## config.mk

```make
export PLATFORM = sky130hd
export DESIGN_NAME = heap_sort_descending
export DESIGN_NICKNAME = d
export VERILOG_FILES = /design/src/rtl/core/hsd_pkg.sv /design/src/rtl/core/hsd_ram.sv /design/src/rtl/core/hsd_datapath.sv /design/src/rtl/core/hsd_ctrl.sv /design/src/rtl/core/heap_sort_descending.sv
export SDC_FILE = /design/constraint.sdc
export NUM_CORES = 2
export LEC_CHECK = 0
export BUFFER_PORTS_ARGS = -buffer_cell sky130_fd_sc_hd__buf_2
export CELL_PAD_IN_SITES_DETAIL_PLACEMENT = 2
export CELL_PAD_IN_SITES_GLOBAL_PLACEMENT = 2
export CORE_MARGIN = 5
export CORE_UTILIZATION = 24
export DETAILED_ROUTE_END_ITERATION = 10
export PLACE_DENSITY_LB_ADDON = 0.1
export SLEW_MARGIN = 0
export SYNTH_ARGS = -nofsm -noshare
export SYNTH_HDL_FRONTEND = slang
export SYNTH_SLANG_ARGS = --single-unit
```

## constraint.sdc

```tcl
create_clock -name i_clk -period 8.6 [get_ports i_clk]
set_input_delay 2.58 -clock i_clk [delete_from_list [all_inputs] [get_ports i_clk]]
set_output_delay 2.58 -clock i_clk [all_outputs]
set_load 0.02 [all_outputs]
```

## src/rtl/core/hsd_pkg.sv

```systemverilog
package hsd_pkg;

    localparam int MAX_ELEMENTS = 64;
    localparam int DATA_W       = 32;
    localparam int CNT_W        = $clog2(MAX_ELEMENTS + 1);
    localparam int ADDR_W       = $clog2(MAX_ELEMENTS);
    // child index 2*pos+2 needs two bits beyond the address
    localparam int CH_W         = ADDR_W + 2;

    typedef enum logic [3:0] {
        ST_COLLECT,
        ST_BLD_NEXT,
        ST_BLD_LOAD,
        ST_EXT_NEXT,
        ST_EXT_ROOT,
        ST_EXT_LAST,
        ST_SIFT_L,
        ST_SIFT_R,
        ST_SIFT_C,
        ST_EMIT_RD,
        ST_EMIT_LD,
        ST_EMIT_WAIT
    } t_state;

    typedef enum logic [2:0] {
        RD_KM1,
        RD_ZERO,
        RD_LEFT,
        RD_RIGHT,
        RD_K
    } t_rd_sel;

    typedef enum logic [2:0] {
        WR_NONE,
        WR_IN,
        WR_ROOT,
        WR_CHILD,
        WR_CUR
    } t_wr_sel;

    typedef enum logic [2:0] {
        K_HOLD,
        K_LEN,
        K_ZERO,
        K_DEC,
        K_INC
    } t_k_op;

    typedef struct packed {
        t_rd_sel rd_sel;
        t_wr_sel wr_sel;
        t_k_op   k_op;
        logic    cnt_inc;    // count one stored input value
        logic    cnt_clr;
        logic    len_load;   // last item: latch set size, k = size/2
        logic    pos_km1;    // build: pos = k-1, heap size = len
        logic    pos_root;   // extract: pos = 0, heap size = k-1
        logic    pos_child;
        logic    cur_load;
        logic    child_load;
        logic    out_load;
    } t_dp_cmd;

    typedef struct packed {
        logic full;
        logic k_zero;
        logic k_le1;
        logic left_out;   // no left child inside the heap
        logic cand_less;  // smaller child is below the sifted value
        logic out_final;
    } t_dp_sts;

endpackage

```

## src/rtl/core/hsd_ram.sv

```systemverilog
module hsd_ram #(
    parameter int WIDTH = 32,
    parameter int DEPTH = 64
) (
    input  logic                     i_clk,
    input  logic                     i_we,
    input  logic [$clog2(DEPTH)-1:0] i_waddr,
    input  logic [WIDTH-1:0]         i_wdata,
    input  logic [$clog2(DEPTH)-1:0] i_raddr,
    output logic [WIDTH-1:0]         o_rdata
);

    logic [WIDTH-1:0] r_mem [DEPTH];
    logic [WIDTH-1:0] r_rdata;

    always_ff @(posedge i_clk) begin
        if (i_we) begin
            r_mem[i_waddr] <= i_wdata;
        end
        r_rdata <= r_mem[i_raddr];
    end

    assign o_rdata = r_rdata;

endmodule

```

## src/rtl/core/hsd_datapath.sv

```systemverilog
module hsd_datapath (
    input  logic                         i_clk,
    input  logic                         i_rst_n,
    input  hsd_pkg::t_dp_cmd             i_cmd,
    input  logic signed [hsd_pkg::DATA_W-1:0] i_value,
    output hsd_pkg::t_dp_sts             o_sts,
    output logic signed [hsd_pkg::DATA_W-1:0] o_value,
    output logic                         o_final
);
    import hsd_pkg::*;

    logic [CNT_W-1:0]         r_count;
    logic [CNT_W-1:0]         r_len;
    logic [CNT_W-1:0]         r_k;
    logic [CNT_W-1:0]         r_slen;
    logic [ADDR_W-1:0]        r_pos;
    logic [ADDR_W-1:0]        r_cidx;
    logic signed [DATA_W-1:0] r_cur;
    logic signed [DATA_W-1:0] r_child;
    logic signed [DATA_W-1:0] r_out;
    logic                     r_final;

    logic [CNT_W-1:0]         n_len;
    logic [CNT_W-1:0]         w_km1;
    logic [CH_W-1:0]          w_left;
    logic [CH_W-1:0]          w_right;
    logic signed [DATA_W-1:0] w_rdata;
    logic                     w_right_less;
    logic signed [DATA_W-1:0] w_cand;
    logic [ADDR_W-1:0]        w_cand_idx;
    logic                     w_full;

    logic                     w_we;
    logic [ADDR_W-1:0]        w_waddr;
    logic [DATA_W-1:0]        w_wdata;
    logic [ADDR_W-1:0]        w_raddr;
    logic [DATA_W-1:0]        w_ram_q;

    assign w_full   = (r_count == CNT_W'(MAX_ELEMENTS));
    assign n_len    = w_full ? r_count : r_count + CNT_W'(1);
    assign w_km1    = r_k - CNT_W'(1);
    assign w_left   = {1'b0, r_pos, 1'b1};
    assign w_right  = w_left + CH_W'(1);
    assign w_rdata  = $signed(w_ram_q);

    // pick the smaller child; left wins ties
    assign w_right_less = (w_right < CH_W'(r_slen)) && (w_rdata < r_child);
    assign w_cand       = w_right_less ? w_rdata : r_child;
    assign w_cand_idx   = w_right_less ? w_right[ADDR_W-1:0] : r_cidx;

    always_comb begin
        case (i_cmd.rd_sel)
            RD_KM1:   w_raddr = w_km1[ADDR_W-1:0];
            RD_ZERO:  w_raddr = '0;
            RD_LEFT:  w_raddr = w_left[ADDR_W-1:0];
            RD_RIGHT: w_raddr = w_right[ADDR_W-1:0];
            RD_K:     w_raddr = r_k[ADDR_W-1:0];
            default:  w_raddr = '0;
        endcase
    end

    always_comb begin
        w_we    = 1'b1;
        w_waddr = r_pos;
        w_wdata = r_cur;
        case (i_cmd.wr_sel)
            WR_IN: begin
                w_waddr = r_count[ADDR_W-1:0];
                w_wdata = i_value;
            end
            WR_ROOT: begin
                w_waddr = w_km1[ADDR_W-1:0];
                w_wdata = r_child;
            end
            WR_CHILD: w_wdata = w_cand;
            WR_CUR:   w_wdata = r_cur;
            default:  w_we = 1'b0;
        endcase
    end

    hsd_ram #(
        .WIDTH(DATA_W),
        .DEPTH(MAX_ELEMENTS)
    ) u_store (
        .i_clk   (i_clk),
        .i_we    (w_we),
        .i_waddr (w_waddr),
        .i_wdata (w_wdata),
        .i_raddr (w_raddr),
        .o_rdata (w_ram_q)
    );

    always_ff @(posedge i_clk) begin
        if (!i_rst_n) begin
            r_count <= '0;
        end else if (i_cmd.cnt_clr) begin
            r_count <= '0;
        end else if (i_cmd.cnt_inc) begin
            r_count <= r_count + CNT_W'(1);
        end
    end

    always_ff @(posedge i_clk) begin
        if (i_cmd.len_load) begin
            r_len <= n_len;
            r_k   <= n_len >> 1;
        end else begin
            case (i_cmd.k_op)
                K_LEN:   r_k <= r_len;
                K_ZERO:  r_k <= '0;
                K_DEC:   r_k <= w_km1;
                K_INC:   r_k <= r_k + CNT_W'(1);
                default: r_k <= r_k;
            endcase
        end
        if (i_cmd.pos_km1) begin
            r_pos  <= w_km1[ADDR_W-1:0];
            r_slen <= r_len;
        end else if (i_cmd.pos_root) begin
            r_pos  <= '0;
            r_slen <= w_km1;
        end else if (i_cmd.pos_child) begin
            r_pos  <= w_cand_idx;
        end
        if (i_cmd.cur_load) begin
            r_cur <= w_rdata;
        end
        if (i_cmd.child_load) begin
            r_child <= w_rdata;
            r_cidx  <= w_left[ADDR_W-1:0];
        end
        if (i_cmd.out_load) begin
            r_out   <= w_rdata;
            r_final <= ((r_k + CNT_W'(1)) == r_len);
        end
    end

    assign o_sts.full      = w_full;
    assign o_sts.k_zero    = (r_k == '0);
    assign o_sts.k_le1     = (r_k <= CNT_W'(1));
    assign o_sts.left_out  = (w_left >= CH_W'(r_slen));
    assign o_sts.cand_less = (w_cand < r_cur);
    assign o_sts.out_final = r_final;

    assign o_value = r_out;
    assign o_final = r_final;

endmodule

```

## src/rtl/core/hsd_ctrl.sv

```systemverilog
module hsd_ctrl (
    input  logic              i_clk,
    input  logic              i_rst_n,
    input  logic              i_s_tvalid,
    input  logic              i_s_tlast,
    input  logic              i_m_tready,
    input  hsd_pkg::t_dp_sts  i_sts,
    output hsd_pkg::t_dp_cmd  o_cmd,
    output logic              o_s_tready,
    output logic              o_m_tvalid
);
    import hsd_pkg::*;

    t_state r_state;
    t_state n_state;
    logic   r_extract;
    logic   n_extract;
    t_state w_ret;

    assign w_ret = r_extract ? ST_EXT_NEXT : ST_BLD_NEXT;

    always_ff @(posedge i_clk) begin
        if (!i_rst_n) begin
            r_state   <= ST_COLLECT;
            r_extract <= 1'b0;
        end else begin
            r_state   <= n_state;
            r_extract <= n_extract;
        end
    end

    always_comb begin
        n_state    = r_state;
        n_extract  = r_extract;
        o_cmd      = '0;
        o_cmd.rd_sel = RD_ZERO;
        o_cmd.wr_sel = WR_NONE;
        o_cmd.k_op   = K_HOLD;
        o_s_tready = 1'b0;
        o_m_tvalid = 1'b0;
        case (r_state)
            ST_COLLECT: begin
                o_s_tready = 1'b1;
                if (i_s_tvalid) begin
                    if (!i_sts.full) begin
                        o_cmd.wr_sel  = WR_IN;
                        o_cmd.cnt_inc = 1'b1;
                    end
                    if (i_s_tlast) begin
                        o_cmd.len_load = 1'b1;
                        n_extract      = 1'b0;
                        n_state        = ST_BLD_NEXT;
                    end
                end
            end
            ST_BLD_NEXT: begin
                if (i_sts.k_zero) begin
                    o_cmd.k_op = K_LEN;
                    n_extract  = 1'b1;
                    n_state    = ST_EXT_NEXT;
                end else begin
                    o_cmd.rd_sel  = RD_KM1;
                    o_cmd.pos_km1 = 1'b1;
                    o_cmd.k_op    = K_DEC;
                    n_state       = ST_BLD_LOAD;
                end
            end
            ST_BLD_LOAD: begin
                o_cmd.cur_load = 1'b1;
                n_state        = ST_SIFT_L;
            end
            ST_EXT_NEXT: begin
                if (i_sts.k_le1) begin
                    o_cmd.k_op = K_ZERO;
                    n_state    = ST_EMIT_RD;
                end else begin
                    o_cmd.rd_sel = RD_ZERO;
                    n_state      = ST_EXT_ROOT;
                end
            end
            ST_EXT_ROOT: begin
                o_cmd.child_load = 1'b1;
                o_cmd.rd_sel     = RD_KM1;
                n_state          = ST_EXT_LAST;
            end
            ST_EXT_LAST: begin
                o_cmd.cur_load = 1'b1;
                o_cmd.wr_sel   = WR_ROOT;
                o_cmd.pos_root = 1'b1;
                o_cmd.k_op     = K_DEC;
                n_state        = ST_SIFT_L;
            end
            ST_SIFT_L: begin
                if (i_sts.left_out) begin
                    o_cmd.wr_sel = WR_CUR;
                    n_state      = w_ret;
                end else begin
                    o_cmd.rd_sel = RD_LEFT;
                    n_state      = ST_SIFT_R;
                end
            end
            ST_SIFT_R: begin
                o_cmd.child_load = 1'b1;
                o_cmd.rd_sel     = RD_RIGHT;
                n_state          = ST_SIFT_C;
            end
            ST_SIFT_C: begin
                if (i_sts.cand_less) begin
                    o_cmd.wr_sel    = WR_CHILD;
                    o_cmd.pos_child = 1'b1;
                    n_state         = ST_SIFT_L;
                end else begin
                    o_cmd.wr_sel = WR_CUR;
                    n_state      = w_ret;
                end
            end
            ST_EMIT_RD: begin
                o_cmd.rd_sel = RD_K;
                n_state      = ST_EMIT_LD;
            end
            ST_EMIT_LD: begin
                o_cmd.out_load = 1'b1;
                n_state        = ST_EMIT_WAIT;
            end
            ST_EMIT_WAIT: begin
                o_m_tvalid = 1'b1;
                if (i_m_tready) begin
                    if (i_sts.out_final) begin
                        o_cmd.cnt_clr = 1'b1;
                        n_state       = ST_COLLECT;
                    end else begin
                        o_cmd.k_op = K_INC;
                        n_state    = ST_EMIT_RD;
                    end
                end
            end
            default: begin
                n_state = ST_COLLECT;
            end
        endcase
    end

endmodule

```

## src/rtl/core/heap_sort_descending.sv

```systemverilog
// Heap sort, descending. Signed 32-bit values stream in on the slave side,
// one per transfer, and are stored in a 64-entry single-port-read RAM;
// collecting costs one cycle per value. The transfer with tlast set closes
// the set (values past 64 are dropped, but a tlast on a dropped value still
// closes the set). The block then stops accepting input, builds a min-heap in
// place, repeatedly moves the root to the end of the heap and sifts down,
// leaving the store in descending order, and streams it out largest first
// with tlast on the smallest value. After that transfer a new set begins.
// Each sift-down level is a left child read, a right child read, and a
// compare and write back, since the RAM gives one registered read per cycle;
// a sift that reaches a leaf ends with a leaf check that writes the value
// back. A sift is set up in ST_BLD_NEXT and ST_BLD_LOAD (build) or in
// ST_EXT_NEXT, ST_EXT_ROOT and ST_EXT_LAST (extract). A set of n values
// takes n/2 build sifts and n-1 extract sifts of up to log2(n) levels. Each
// output is read, registered, then offered until the master side takes it.
module heap_sort_descending (
    input  logic        i_clk,
    input  logic        i_rst_n,
    // slave side
    input  logic        s_tvalid,
    output logic        s_tready,
    input  logic [31:0] s_tdata,   // [31:0] value (signed)
    input  logic        s_tlast,   // last of set
    // master side
    output logic        m_tvalid,
    input  logic        m_tready,
    output logic [31:0] m_tdata,   // [31:0] sorted_value (signed)
    output logic        m_tlast    // final_res
);
    import hsd_pkg::*;

    t_dp_cmd                  w_cmd;
    t_dp_sts                  w_sts;
    logic signed [DATA_W-1:0] w_out_value;

    hsd_ctrl u_ctrl (
        .i_clk      (i_clk),
        .i_rst_n    (i_rst_n),
        .i_s_tvalid (s_tvalid),
        .i_s_tlast  (s_tlast),
        .i_m_tready (m_tready),
        .i_sts      (w_sts),
        .o_cmd      (w_cmd),
        .o_s_tready (s_tready),
        .o_m_tvalid (m_tvalid)
    );

    hsd_datapath u_dp (
        .i_clk   (i_clk),
        .i_rst_n (i_rst_n),
        .i_cmd   (w_cmd),
        .i_value ($signed(s_tdata)),
        .o_sts   (w_sts),
        .o_value (w_out_value),
        .o_final (m_tlast)
    );

    assign m_tdata = w_out_value;

    // input and output never open at the same time
    a_no_overlap: assert property (@(posedge i_clk) disable iff (!i_rst_n)
        !(s_tready && m_tvalid))
        else $error("input ready while a result is offered");

    // closing transfer stops input for the sort
    a_last_closes: assert property (@(posedge i_clk) disable iff (!i_rst_n)
        s_tvalid && s_tready && s_tlast |=> !s_tready)
        else $error("input still ready after end of set");

    // final result hands control back to collection
    a_final_reopens: assert property (@(posedge i_clk) disable iff (!i_rst_n)
        m_tvalid && m_tready && m_tlast |=> s_tready && !m_tvalid)
        else $error("no return to collection after final result");

    // store count never passes capacity
    a_count_cap: assert property (@(posedge i_clk) disable iff (!i_rst_n)
        w_sts.full |-> !w_cmd.cnt_inc)
        else $error("store written while full");

endmodule

```

[After elaboration in Yosys (flattened, before gate mapping)]
Memory sizes are Yosys's and may differ from the RTL's. A register that Yosys moved wholly into a read port is not among the register bits.
Index checks and enable logic that the tools add are counted.
Storage, ports and cells
  register bits: 141
  latch bits: 0
  memory bits (writable): 2048
  bits in read-only memories: 0
  input bits: 37
  output and inout bits: 35
  logic and storage cells: 129
  memories kept: 1
Memory list
  u_dp.u_store.r_mem: depth 64, bits a word 32, read ports 1, clocked after memory_dff 1, write ports 1, RTL line hsd_ram.sv:13  | logic [WIDTH-1:0] r_mem [DEPTH];
Cells by class
  add/sub/neg operators: 4
  $mul: 0
  div/mod/pow operators: 0
  magnitude comparators: 5
  equal/unequal tests: 28
  shift-type cells: 0
  mux-type cells: 62
  bitwise gates (word level): 1
  reduce and logical (&&, ||, !) cells: 15
Operators with widths (count)
  32-bit one-hot mux with 3 select lines: 1
  32-bit < comparator: 2
  4-bit one-hot mux with 11 select lines: 1
  32-bit two-way mux: 1
  6-bit two-way mux: 5
  1-bit two-way mux: 28
  4-bit two-way mux: 7
  7-bit one-hot mux with 4 select lines: 1
  3-bit one-hot mux with 4 select lines: 2
  6-bit one-hot mux with 4 select lines: 1
  7-bit two-way mux: 3
  3-bit by 2-bit == test with 1-bit output, second input constant: 6
  4-bit by 3-bit == test with 1-bit output, second input constant: 4
  4-bit == test, second input constant: 4
  3-bit two-way mux: 5
  3-bit one-hot mux with 5 select lines: 1
  7-bit by 1-bit adder with 7-bit output, second input constant: 2
  6-bit one-hot mux with 2 select lines: 1
  3-bit == test, second input constant: 3
  7-bit by 1-bit adder with 8-bit output, second input constant: 1
  4-bit by 2-bit == test with 1-bit output, second input constant: 2
  8-bit by 7-bit < comparator with 1-bit output: 1
  2-bit two-way mux: 4
  7-bit == test: 1
  22 further kinds: 28

[Depth between registers and ports, before layout]
  depth after elaboration: 12
  depth in mapped cells: 24
  mapped depth without buffers: 19

[Modules after synthesis]
A second synthesis with hierarchy kept.
Second synthesis, totals
  cell total of the unflattened synthesis: 4255
  area, all modules: 87979.4 um^2
By module, submodules not included
  hsd_ram: times used 1, cells an instance 3324, area an instance 78515.3 um^2, sequential area each 62139.6 um^2
  hsd_datapath: times used 1, cells an instance 839, area an instance 8859.7 um^2, sequential area each 4003.8 um^2
  hsd_ctrl: times used 1, cells an instance 92, area an instance 604.3 um^2, sequential area each 100.1 um^2

[Worst setup path after synthesis]
Ideal clock, no wire load.
  path type: register -> register
  start: register u_dp.r_pos[2]
  end: memory u_dp.u_store.r_mem[0][10], data pin
  setup time: 0.564 ns
  arrival time: 7.396 ns
  data required time: 8.036 ns
  path slack: 0.640 ns
  cell stages (with the launch flop): 22
  path buffers: 5
  period minus slack after synthesis: 7.960 ns
  cell sequence: edfxtp_1 -> clkbuf_1 -> nand3_1 -> xnor2_1 -> ha_1 -> a21oi_1 -> o21ai_0 -> a31oi_1 -> o21a_1 -> clkbuf_1 -> buf_1 -> mux2_2 -> ha_1 -> nand2_1 -> nor4_1 -> nand2_1 -> or4b_2 -> a2111oi_0 -> a21o_1 -> clkbuf_1 -> buf_2 -> mux2i_1
Between the ends
  longest elaborated chain between the ends: 9
  elaborated cells on any way between the ends: 13
  those cells by class: add/sub (1); order compare (3); eq/ne (3); mux (5); reduce/logical (1)
Ends and longest elaborated chain
  start, declared: RTL line hsd_datapath.sv:16  | logic [ADDR_W-1:0] r_pos;
  start signal, assigned: RTL line hsd_datapath.sv:117  | r_pos <= w_km1[ADDR_W-1:0];
  start signal, assigned: RTL line hsd_datapath.sv:123  | r_pos <= w_cand_idx;
  7-bit by 1-bit adder with 8-bit output: RTL line hsd_datapath.sv:43  | assign w_right = w_left + CH_W'(1);
  8-bit by 7-bit < comparator with 1-bit output: RTL line hsd_datapath.sv:47  | assign w_right_less = (w_right < CH_W'(r_slen)) && (w_rdata < r_child);
  1-bit logical AND: RTL line hsd_datapath.sv:47
  32-bit two-way mux: RTL line hsd_datapath.sv:48  | assign w_cand = w_right_less ? w_rdata : r_child;
  32-bit < comparator: RTL line hsd_datapath.sv:142  | assign o_sts.cand_less = (w_cand < r_cur);
  3-bit two-way mux: RTL line hsd_ctrl.sv:108  | if (i_sts.cand_less) begin
  3-bit one-hot mux with 4 select lines: RTL line hsd_ctrl.sv:41  | case (r_state)
  3-bit by 2-bit == test with 1-bit output or 3-bit by 1-bit == test with 1-bit output (tied branches): RTL line hsd_datapath.sv:66  | case (i_cmd.wr_sel)
  32-bit one-hot mux with 3 select lines *: RTL line hsd_datapath.sv:66
  net u_dp.u_store.i_wdata[10]: RTL line hsd_ram.sv:8  | input logic [WIDTH-1:0] i_wdata,
  end, declared: RTL line hsd_ram.sv:13
The timed path passes the listed nets; every way through them passes the cells marked *.

[Final worst setup path]
  start: register u_dp.r_pos[2]
  end: memory u_dp.u_store.r_mem[43][22], data pin
Same word-level chain as after synthesis.

==> results.tsv <==
metric	value	unit
antenna_found_initial	35	
switching_power	17960	µW
period_share	88.94	%
cts_setup_buffers	0	
fillers	38980	
clkSinkCount	2221	
grt_pass1_wl	534100	µm
setup_tns	0	ns
power.density	401.2	mW/mm²
peakVddDrop	245.5	µV
wl_per_cell	33.74	µm
seq_area_frac_synth	72.96	%
core	0.3761	mm²
clock_latency	0.89	ns
syn2layout_area_growth	18.99	%
ys.warnings.count	0	
setup_ws	0.9512	ns
ys_seq_elements	2221	
synth-edff-count	2176	
route.detailed.drc	0	
finalPower	43350	µW
holdBufCountCts	0	
grt_usage	19.29	%
die_y	625.1	µm
min_to	u_dp.r_child[15]$_DFFE_PP_	
grt_pass1_vias	61980	
syn_nets	6279	
r2r_cells	21	
multi_input_area	0.02325	mm²
setup_viol	0	
outcome	complete, no violations	
timing.rr.start	u_dp.r_pos[2]$_DFFE_PP_	
cp_max_fo	64	
switching_share	41.43	%
ys_async_sr_fraction	0	%
setup.worst_path.start_class	register	
critPathArrivalTime	8.29	ns
worst-setup-path-type	reg -> reg	
end_kind	register	
place_worst_setup_slack	0.5765	ns
maxCapViolCount	0	
fmax	130.7	MHz
drt-total-wl	388000	µm
cts_resized	0	
cts_buffer_depth	4	
die-area	0.3907	mm²
dp_cells	10990	
numPortBuffers	71	
nNetsFinal	6388	
rrSetupSlack	0.95	ns
gpl.final_weighted_congestion	0.7558	
p_seq_share	34.0	%
r2r_end	u_dp.u_store.r_mem[43][22]$_DFFE_PP_	
tritoncts	built	
io_pins	72	
synthDominantCellAreaShare	71.97	%
power_frac_comb	40.2	%
grt_max_degree	134	
seq_area	0.06624	mm²
p_clk_share	25.8	%
relSlewSlack	13.99	%
rows	225	
dr.pass1.iters	5	
hp-class	reg -> reg	
fin_cells	11500	
worstHoldStart	u_dp.u_store.o_rdata[15]$_DFF_P_	
die_width	625.1	µm
slew_viol_final	0	
first_iter_violations	4414	
worstHoldPathCells	0	
synth_area	0.09079	mm²
finClkSkew	0.04076	ns
vias	58360	
initial_core_util	24.14	%
synth_cells	6161	
cp_data_required_time	9.24	ns
finalHoldViolCount	0	
grt.overflow.total	0	
synth.area.top_cells	edfxtp_1 72%, nand2_1 4.1%, a211oi_1 3.7%	
rsz0062_at_grt	false	
tightest_slew	1.284	ns
yosysTopAreaCell	edfxtp_1	
fin_crit	7.649	ns
syn_avg_cell_area	14.74	µm²
antenna_left	0	
p_int	25390	µW
cts_buffers	271	
root_buffer	clkbuf_16	
vias_per_cell	5.074	
p_leak	0.03434	µW
layout-drive-gt1-share	13.73	%
synth_ff_type	edfxtp_1	
h-tree-depth	5	
dp_hpwl	219200	µm
path_clk_slew	0.06	ns
yosysUniqueCellTypes	80	
==> layout by cell type (no fill, tap or decap), types with 72 or more instances in the layout <==
cell type	Yosys	layout
nand2_1	995	992
a311oi_1	137	137
a311o_1	315	315
mux2_2	87	86
a21oi_1	73	72
clkbuf_16	0	279
inv_1	86	86
nor2_1	164	96
buf_12	0	102
buf_4	1	142
ha_1	81	81
a211oi_1	453	453
edfxtp_1	2176	2176
and3_1	457	456
==> worst max-delay path, cell delays in order (launching register included) <==
cell	delay [ns]
edfxtp_1	0.65
nand3_1	0.18
xnor2_1	0.31
ha_1	0.31
a21oi_1	0.17
o21ai_0	0.13
a31oi_1	0.49
o21a_2	0.66
buf_12	0.28
mux2_2	0.38
ha_1	0.34
nand2_1	0.09
nor4_1	0.30
buf_4	0.17
nand2_1	0.06
or4b_2	0.71
a2111oi_0	0.68
a21o_4	0.22
buf_12	0.31
buf_4	0.27
mux2i_4	0.26
buf_12	0.28
==> layout make-up <==
| cell class | instances | share of cell area (%) |
|---|---|---|
| Sequential cell | 2221 | 61.32 |
| Clock buffer | 352 | 6.753 |
| Tap cell | 4994 | 5.784 |
| Clock inverter | 125 | 1.009 |
| Antenna cell | 33 | 0.07644 |
| Multi-Input combinational cell | 3373 | 21.53 |
| Inverter | 87 | 0.3023 |
| Timing Repair Buffer | 316 | 3.231 |
==> synth_stat cells, types with 21 or more instances <==
cell type and count:
a311o_1 315, and3_1 457, o21ai_0 53, inv_1 86, or4_1 32, nand2_1 995, o41a_1 31, mux2_2 87
buf_2 66, a211oi_1 453, mux2i_1 102, a311oi_1 137, a31oi_1 44, a41oi_1 63, a21oi_1 73, clkbuf_1 377
buf_1 21, a221oi_1 39, nor2_1 164, ha_1 81, o22ai_1 41, dfxtp_1 45, edfxtp_1 2176
==> per-layer routing <==
layer  vias up  routed length [µm]  track usage, %
li1      24740                   -               -
met1     32160              182800           27.27
met2      1069              184200           32.12
met3       386               14530           2.348
met4         4                6424           3.338
met5         -                  27               0
==> cells by family (layout without fill, tap and decap cells) <==
logic type               count (synthesis)  after routing  synth area share, %
other                                    0             33                    0
AO/OA/AOI/OAI                         1318           1318                11.85
AND/OR/NAND/NOR                       1744           1744                8.891
flip-flops                            2221           2221                72.96
buffers and inverters                  567            880                2.563
XOR/XNOR                                33             33               0.3183
multiplexers                           197            197                2.303
adder cells (fa/ha/maj)                 81             81                1.116
==> worst max path at each step <==
stage	to	start	slack [ns]	depth (start not counted)
2_1_floorplan	u_dp.u_store.r_mem[0][10]$_DFFE_PP_	u_dp.r_pos[2]$_DFFE_PP_	0.64	21
3_3_place_gp	u_dp.u_store.r_mem[35][0]$_DFFE_PP_	u_dp.r_child[31]$_DFFE_PP_	0.66	20
3_5_place_dp	u_dp.u_store.r_mem[33][0]$_DFFE_PP_	u_dp.r_pos[0]$_DFFE_PP_	0.58	18
4_1_cts	u_dp.u_store.r_mem[33][0]$_DFFE_PP_	u_dp.r_pos[2]$_DFFE_PP_	0.54	18
5_1_grt	u_dp.u_store.r_mem[18][8]$_DFFE_PP_	u_dp.r_pos[2]$_DFFE_PP_	0.37	20
6_report	u_dp.u_store.r_mem[43][22]$_DFFE_PP_	u_dp.r_pos[2]$_DFFE_PP_	0.95	21
==> flip-flops by register name (all words and copies together), names as in the netlist <==
name                  flops
u_dp.u_store.r_mem     2048
u_dp.r_cur               32
u_dp.r_len                7
u_dp.r_slen               7
u_dp.u_store.o_rdata     32
u_dp.o_value             32
u_dp.r_count              7
u_ctrl.r_extract          1
u_ctrl.r_state            4
u_dp.r_child             32
u_dp.r_k                  7
u_dp.o_final              1
u_dp.r_pos                6
u_dp.r_cidx               5
==> through the flow <==
step	instance area (µm²)	hold WS, ns	utilization, %
final	108000	0.5195	28.72
after global routing	108000	0.5313	28.70
after CTS	107900	0.5228	28.70
after detailed placement	99560	0.5171	26.47
after global placement	99530	0.4947	26.46
after floorplan	90790	0.4550	-
==> power groups by stage <==
stage	sequential [µW]	combinational (µW)	clock, µW
floorplan	15000	8810	0
global placement	14900	17600	0
detailed placement	15000	17700	0
CTS	14700	17800	11500
global route	14800	18600	12000
finish	14700	17400	11200
Note: power is estimated with default switching activity, not from simulation.
